`config.mk`:
```
export PLATFORM = sky130hd
export DESIGN_NAME = vtr_cfg
export DESIGN_NICKNAME = d
export VERILOG_FILES = /design/src/design/vtr_pkg.sv /design/src/design/vtr_cfg.sv
export VERILOG_INCLUDE_DIRS = /design/src /design/src/design
export SDC_FILE = /design/constraint.sdc
export NUM_CORES = 1
export LEC_CHECK = 0
export ABC_AREA = 1
export BUFFER_PORTS_ARGS = -buffer_cell sky130_fd_sc_hd__clkbuf_2
export CAP_MARGIN = 25
export CORE_UTILIZATION = 45
export CTS_CLUSTER_DIAMETER = 40
export DETAILED_ROUTE_END_ITERATION = 7
export GPL_TIMING_DRIVEN = 0
export SLEW_MARGIN = 15
export SYNTH_ARGS = -nofsm -noshare
export SYNTH_HDL_FRONTEND = slang
export SYNTH_SLANG_ARGS = --single-unit
export TNS_END_PERCENT = 50
```
`constraint.sdc`:
```
create_clock -name clk -period 7.7 [get_ports clk]
set_input_delay 0.77 -clock clk [delete_from_list [all_inputs] [get_ports clk]]
set_output_delay 0.77 -clock clk [all_outputs]
set_load 0.01 [all_outputs]
```
`src/design/vertex_translate_rotate_xyz_defines.svh`:
```
// assertion macros shared by the vertex transform files
`ifndef VERTEX_TRANSLATE_ROTATE_XYZ_DEFINES_SVH
`define VERTEX_TRANSLATE_ROTATE_XYZ_DEFINES_SVH

`ifndef SYNTHESIS
// checked outside reset
`define VTR_ASSERT(lbl, prop, msg) \
  lbl: assert property (@(posedge clk) disable iff (!rst_n) prop) else $error(msg);
// checked at every edge, reset included
`define VTR_ASSERT_NORST(lbl, prop, msg) \
  lbl: assert property (@(posedge clk) prop) else $error(msg);
`else
`define VTR_ASSERT(lbl, prop, msg)
`define VTR_ASSERT_NORST(lbl, prop, msg)
`endif

`endif

```
`src/design/vtr_pkg.sv`:
```
`timescale 1ns / 1ps
package vtr_pkg;

  localparam int FRAC_BITS  = 12;
  localparam int COORD_BITS = 44;
  localparam int OUT_BITS   = 48;
  localparam int TRIG_BITS  = 12;
  localparam int TRIG_W     = TRIG_BITS + 2;
  localparam int ANGLE_W    = 9;
  localparam int SHIFT_W    = 13;
  localparam int CFG_W      = 13;
  localparam int CFG_IDX_W  = 3;
  localparam int PROD_W     = OUT_BITS + TRIG_W;
  localparam int SUM_W      = PROD_W + 1;

  localparam logic signed [TRIG_W-1:0] TRIG_ONE = TRIG_W'(4096);

  typedef enum logic [CFG_IDX_W-1:0] {
    CFG_ENABLE  = 3'd0,
    CFG_ROT_X   = 3'd1,
    CFG_ROT_Y   = 3'd2,
    CFG_ROT_Z   = 3'd3,
    CFG_SHIFT_X = 3'd4,
    CFG_SHIFT_Y = 3'd5,
    CFG_SHIFT_Z = 3'd6
  } cfg_idx_t;

  typedef enum logic [1:0] {
    AXIS_X,
    AXIS_Y,
    AXIS_Z
  } axis_t;

  typedef struct packed {
    logic signed [COORD_BITS-1:0] x_in;
    logic signed [COORD_BITS-1:0] y_in;
    logic signed [COORD_BITS-1:0] z_in;
  } in_word_t;

  typedef struct packed {
    logic signed [OUT_BITS-1:0] x_out;
    logic signed [OUT_BITS-1:0] y_out;
    logic signed [OUT_BITS-1:0] z_out;
  } out_word_t;

  // vertex in flight, en marks an item that gets the transform
  typedef struct packed {
    logic                       en;
    logic signed [OUT_BITS-1:0] x;
    logic signed [OUT_BITS-1:0] y;
    logic signed [OUT_BITS-1:0] z;
  } vec_t;

  typedef struct packed {
    logic signed [TRIG_W-1:0] sin_v;
    logic signed [TRIG_W-1:0] cos_v;
  } trig_t;

  typedef struct packed {
    logic                      en;
    logic signed [SHIFT_W-1:0] shift_x;
    logic signed [SHIFT_W-1:0] shift_y;
    logic signed [SHIFT_W-1:0] shift_z;
    trig_t                     trig_x;
    trig_t                     trig_y;
    trig_t                     trig_z;
  } cfg_t;

  // round(sin(d) * 4096), d = 0..90
  localparam logic [TRIG_W-2:0] QSIN [0:90] = '{
    13'd0,    13'd71,   13'd143,  13'd214,  13'd286,  13'd357,  13'd428,  13'd499,
    13'd570,  13'd641,  13'd711,  13'd782,  13'd852,  13'd921,  13'd991,  13'd1060,
    13'd1129, 13'd1198, 13'd1266, 13'd1334, 13'd1401, 13'd1468, 13'd1534, 13'd1600,
    13'd1666, 13'd1731, 13'd1796, 13'd1860, 13'd1923, 13'd1986, 13'd2048, 13'd2110,
    13'd2171, 13'd2231, 13'd2290, 13'd2349, 13'd2408, 13'd2465, 13'd2522, 13'd2578,
    13'd2633, 13'd2687, 13'd2741, 13'd2793, 13'd2845, 13'd2896, 13'd2946, 13'd2996,
    13'd3044, 13'd3091, 13'd3138, 13'd3183, 13'd3228, 13'd3271, 13'd3314, 13'd3355,
    13'd3396, 13'd3435, 13'd3474, 13'd3511, 13'd3547, 13'd3582, 13'd3617, 13'd3650,
    13'd3681, 13'd3712, 13'd3742, 13'd3770, 13'd3798, 13'd3824, 13'd3849, 13'd3873,
    13'd3896, 13'd3917, 13'd3937, 13'd3956, 13'd3974, 13'd3991, 13'd4006, 13'd4021,
    13'd4034, 13'd4046, 13'd4056, 13'd4065, 13'd4074, 13'd4080, 13'd4086, 13'd4090,
    13'd4094, 13'd4095, 13'd4096
  };

  // signed angle folded into 0..359
  function automatic logic [ANGLE_W-1:0] norm_deg(input logic signed [ANGLE_W-1:0] a);
    logic [ANGLE_W:0] t;
    t = {a[ANGLE_W-1], a} + (ANGLE_W+1)'(360);
    if (a[ANGLE_W-1]) begin
      return t[ANGLE_W-1:0];
    end
    return a;
  endfunction

  // quarter turn ahead, for the cosine
  function automatic logic [ANGLE_W-1:0] plus_quarter(input logic [ANGLE_W-1:0] d);
    logic [ANGLE_W:0] t;
    t = {1'b0, d} + (ANGLE_W+1)'(90);
    if (t >= (ANGLE_W+1)'(360)) begin
      t = t - (ANGLE_W+1)'(360);
    end
    return t[ANGLE_W-1:0];
  endfunction

  // sine in 2.12 of a whole-degree angle in 0..359
  function automatic logic signed [TRIG_W-1:0] sin_deg(input logic [ANGLE_W-1:0] d);
    logic [ANGLE_W-1:0] i;
    logic               neg;
    logic [TRIG_W-1:0]  mag;
    if (d <= ANGLE_W'(90)) begin
      i   = d;
      neg = 1'b0;
    end else if (d <= ANGLE_W'(180)) begin
      i   = ANGLE_W'(180) - d;
      neg = 1'b0;
    end else if (d <= ANGLE_W'(270)) begin
      i   = d - ANGLE_W'(180);
      neg = 1'b1;
    end else begin
      i   = ANGLE_W'(360) - d;
      neg = 1'b1;
    end
    mag = {1'b0, QSIN[i[6:0]]};
    return neg ? -$signed(mag) : $signed(mag);
  endfunction

endpackage

```
`src/design/vtr_cfg.sv`:
```
`timescale 1ns / 1ps
`include "vertex_translate_rotate_xyz_defines.svh"
module vtr_cfg (
  input  logic                           clk,
  input  logic                           rst_n,
  input  logic                           cfg_we,
  input  logic [vtr_pkg::CFG_IDX_W-1:0]  cfg_idx,
  input  logic [vtr_pkg::CFG_W-1:0]      cfg_wdata,
  output vtr_pkg::cfg_t                  cfg
);
  import vtr_pkg::*;

  logic                      en_r;
  logic signed [ANGLE_W-1:0] rot_x_r, rot_y_r, rot_z_r;
  logic signed [SHIFT_W-1:0] shift_x_r, shift_y_r, shift_z_r;
  trig_t                     trig_x_r, trig_y_r, trig_z_r;
  trig_t                     trig_x_nxt, trig_y_nxt, trig_z_nxt;

  always_ff @(posedge clk) begin
    if (!rst_n) begin
      en_r      <= 1'b1;
      rot_x_r   <= '0;
      rot_y_r   <= '0;
      rot_z_r   <= '0;
      shift_x_r <= '0;
      shift_y_r <= '0;
      shift_z_r <= '0;
    end else if (cfg_we) begin
      unique case (cfg_idx)
        CFG_ENABLE:  en_r      <= cfg_wdata[0];
        CFG_ROT_X:   rot_x_r   <= cfg_wdata[ANGLE_W-1:0];
        CFG_ROT_Y:   rot_y_r   <= cfg_wdata[ANGLE_W-1:0];
        CFG_ROT_Z:   rot_z_r   <= cfg_wdata[ANGLE_W-1:0];
        CFG_SHIFT_X: shift_x_r <= cfg_wdata[SHIFT_W-1:0];
        CFG_SHIFT_Y: shift_y_r <= cfg_wdata[SHIFT_W-1:0];
        CFG_SHIFT_Z: shift_z_r <= cfg_wdata[SHIFT_W-1:0];
        default: ;
      endcase
    end
  end

  // table lookup from the angle registers
  always_comb begin
    trig_x_nxt.sin_v = sin_deg(norm_deg(rot_x_r));
    trig_x_nxt.cos_v = sin_deg(plus_quarter(norm_deg(rot_x_r)));
    trig_y_nxt.sin_v = sin_deg(norm_deg(rot_y_r));
    trig_y_nxt.cos_v = sin_deg(plus_quarter(norm_deg(rot_y_r)));
    trig_z_nxt.sin_v = sin_deg(norm_deg(rot_z_r));
    trig_z_nxt.cos_v = sin_deg(plus_quarter(norm_deg(rot_z_r)));
  end

  always_ff @(posedge clk) begin
    if (!rst_n) begin
      trig_x_r <= '{sin_v: '0, cos_v: TRIG_ONE};
      trig_y_r <= '{sin_v: '0, cos_v: TRIG_ONE};
      trig_z_r <= '{sin_v: '0, cos_v: TRIG_ONE};
    end else begin
      trig_x_r <= trig_x_nxt;
      trig_y_r <= trig_y_nxt;
      trig_z_r <= trig_z_nxt;
    end
  end

  assign cfg.en      = en_r;
  assign cfg.shift_x = shift_x_r;
  assign cfg.shift_y = shift_y_r;
  assign cfg.shift_z = shift_z_r;
  assign cfg.trig_x  = trig_x_r;
  assign cfg.trig_y  = trig_y_r;
  assign cfg.trig_z  = trig_z_r;

  `VTR_ASSERT(a_cfg_en_wr, cfg_we && cfg_idx == CFG_ENABLE |=> en_r == $past(cfg_wdata[0]), "enable write lost")
  `VTR_ASSERT(a_cfg_hold, !cfg_we |=> $stable(shift_x_r) && $stable(rot_x_r) && $stable(en_r), "config changed without write")
  `VTR_ASSERT(a_cfg_trig_rng, trig_y_r.cos_v <= TRIG_ONE && trig_y_r.cos_v >= -TRIG_ONE && trig_y_r.sin_v <= TRIG_ONE && trig_y_r.sin_v >= -TRIG_ONE, "trig out of range")

endmodule

```
==> summary.txt <==
Critical path
  – Crit path buf inv count: 7
  – CP Class: flip-flop to flip-flop
  – Critical path depth: 31
  – Worst flop-to-flop path startpoint: rot_x_r[0]
  – Worst path slowest cell: o21ai_1
  – CP required: 8070 ps
  – Reg2Reg Depth: 31
  – CP Data Arrival Time: 7550 ps
  – Crit. End Element: flip-flop
  – Worst path top cell family by delay: compound AO/OA/AOI/OAI gates
  – CP max stage delay: 860 ps
  – Origin of the worst setup path: rot_x_r[0]
  – Crit path launch type: flip-flop
  – Critical path's most frequent cell: nand2_1
  – R2R Setup Slk: 520 ps
  – FF-to-FF End: cfg[80]
  – Critical Path End: cfg[80]
  – Worst-path maximum fanout: 11

Cells and area
  – Most common cell after layout, fill and taps aside: nand2_1
  – Layout cells sized above 1: 12.5%
  – Number of nets in the layout: 3818
  – Most frequent cells in the layout: nand2_1 (986), nand3_1 (450), nor2_1 (366)
  – Layout area overhead: 10.4%
  – Post-Route Utilization: 50.7%

Logic synthesis
  – Synthesized cell area: 0.0199 mm^2
  – FF+latch count, synth: 151
  – Post-synth net total: 3655
  – Post-synthesis cell count: 3493
  – Yosys cell types: 65
  – FFs w/ async S/R, synth: 0%
  – Syn avg cell area: 5.70 um^2
  – Yosys warning total: 0
  – Number of synthesized flops with an enable pin: 0
  – Register area share after synthesis: 15.2%
  – Top_reg_cell synth: dfxtp_1

Place
  – Pre-CTS WS: 762 ps
  – Post-DP HPWL: 61.1 mm
  – RD Place Congestion: 1.03
  – Port Buffers: 141

Clocking
  – Clk Latency, worst-skew pair: 490 ps
  – CTS max path bufs: 2
  – CTS Buf Count: 17
  – H-tree depth: 4
  – CTS tree: done
  – CTS root buf: clkbuf_16
  – CTS Hold Bufs: 0
  – Clk slew on worst S/H paths: 70 ps
  – Clock sinks: 151
  – Post-CTS Resized: 0
  – Post-CTS Setup Bufs: 0

GRT
  – Initial antenna violation count: 4
  – Global router's overall resource usage: 34.9%
  – Total gr overflow: 0
  – First-pass GRT wire length: 124 mm
  – Largest net degree at the start of global routing: 20
  – Vias in the first global route: 22600

Detailed routing
  – DR WL/cell: 18.8 um
  – Final wirelength: 80.1 mm
  – 1st-iter DRT viols: 3054
  – Post-route ant nets: 0
  – DR vias/cell: 5.88
  – Drt drc: 0
  – DR pass1 iterations: 7
  – Via count: 25000

Floorplanning
  – I/O pin count: 143
  – Die ar.: 0.0451 mm^2
  – Core Region: 0.0434 mm^2
  – Die Ht: 212 um
  – Starting Density: 45.9%
  – Horiz. Die Dim: 212 um
  – Core Rows: 76

Timing
  – Clock Skew: 25.8 ps
  – Crit share post-route: 93.3%
  – Fin. max-slew vios: 0
  – Final Hold Viols: 0
  – Endpoints failing setup: 0
  – Slew headroom: 27.5%
  – Tmin final: 7180 ps
  – Slew @ Worst Pin: 1080 ps
  – Final setup margin: 519 ps
  – Achievable Freq: 139 MHz
  – Final setup TNS: 0 ps
  – RSZ-0062 raised after global routing: no

Pwr
  – Pwr/cell area: 232 mW/mm^2
  – Leak Pwr: 0.0111 uW
  – Worst VDD drop: 0.193 mV

Status
  – Status: complete, no violations

Min path
  – Hold crit path type: flip-flop to flip-flop
  – Hold Startpoint: rot_z_r[6]

Flow run
  – Max-Cap Viols: 0
-- cells in the mapped netlist, types with 8 or more instances --
master	instances	area, um^2
nand2_1	986	3700
nand3_1	450	2250
nor2_1	366	1370
inv_1	294	1100
o21ai_0	270	1350
a21oi_1	211	1060
dfxtp_1	151	3020
ha_1	140	1750
nand2_2	71	444
clkbuf_1	67	251
o211ai_1	42	315
inv_2	37	139
buf_2	34	170
nor3_1	34	170
xor2_1	28	245
buf_6	25	282
a31oi_1	24	150
nand2_4	24	270
nand3_2	21	210
nand4_1	19	119
o21ai_1	17	85.1
nor2_2	16	100
buf_4	14	105
nand3b_1	13	97.6
clkinv_1	11	41.3
o311ai_0	8	70.1
or2_2	8	50.1
xnor2_1	8	70.1
-- cell type report --
cell class	instances	area, um^2
Fill cell	4568	21400
Multi-Input combinational cell	2848	14700
Sequential cell	151	3020
Inverter	347	1320
Buffer	147	835
Timing Repair Buffer	144	747
Tap cell	585	732
Clock buffer	18	439
Clock inverter	14	150
Antenna cell	1	2.50
-- per-layer routing --
layer,global-route usage (%),wire [um],up-vias
met5,0,28,-
met4,20.7,4550,4
met3,6.07,7340,279
met2,54.6,35300,1489
met1,44.8,32900,11400
li1,-,-,11900
-- power by group --
| part | switching [uW] | internal [uW] |
|---|---|---|
| clock network | 414 | 441 |
| logic | 2290 | 1000 |
| registers | 45.0 | 908 |
-- worst min path at each step --
| stage | slack [ps] | cells after the start | end |
|---|---|---|---|
| floorplan | 450 | 2 | en_r |
| global placement | 480 | 2 | rot_z_r[6] |
| detailed placement | 490 | 2 | rot_z_r[6] |
| CTS | 500 | 2 | rot_z_r[6] |
| global route | 530 | 2 | rot_z_r[6] |
| finish | 500 | 2 | rot_z_r[6] |
-- sequential cells by signal, indices dropped and copies added, names as in the netlist --
register / cells
cfg: 84
shift_x_r: 13
shift_y_r: 13
shift_z_r: 13
rot_x_r: 9
rot_y_r: 9
rot_z_r: 9
en_r: 1
-- cell families (layout without fill, tap and decap cells) --
family	Yosys count	after routing	synth area share [%]
AO/OA/AOI/OAI	639	639	18.0
flip-flops	151	151	15.2
adder cells (fa/ha/maj)	143	143	9.10
AND/OR/NAND/NOR	2028	2028	45.1
other	0	1	0
buffers and inverters	494	670	10.8
XOR/XNOR	38	38	1.75
-- metrics by stage --
stage	power, uW	hold WS (ps)	area [um^2]	cells
after floorplan	3240	451	19900	3493
after global placement	4150	478	21300	4219
after detailed placement	4140	489	21400	4222
after CTS	5010	498	22000	4254
after global routing	5480	526	22000	4255
final	5100	499	22000	4255
-- worst reg2reg max path, delay by kind of cell (launching register included) --
kind                       cells  cell delay (ps)
adders and majority gates      3              860
DFF                            1              830
and+or+nand+nor               12             1680
AOI/OAI and AO/OA              9             2020
buffers and inverters          7             1680
(Power assumes the default switching activity.)
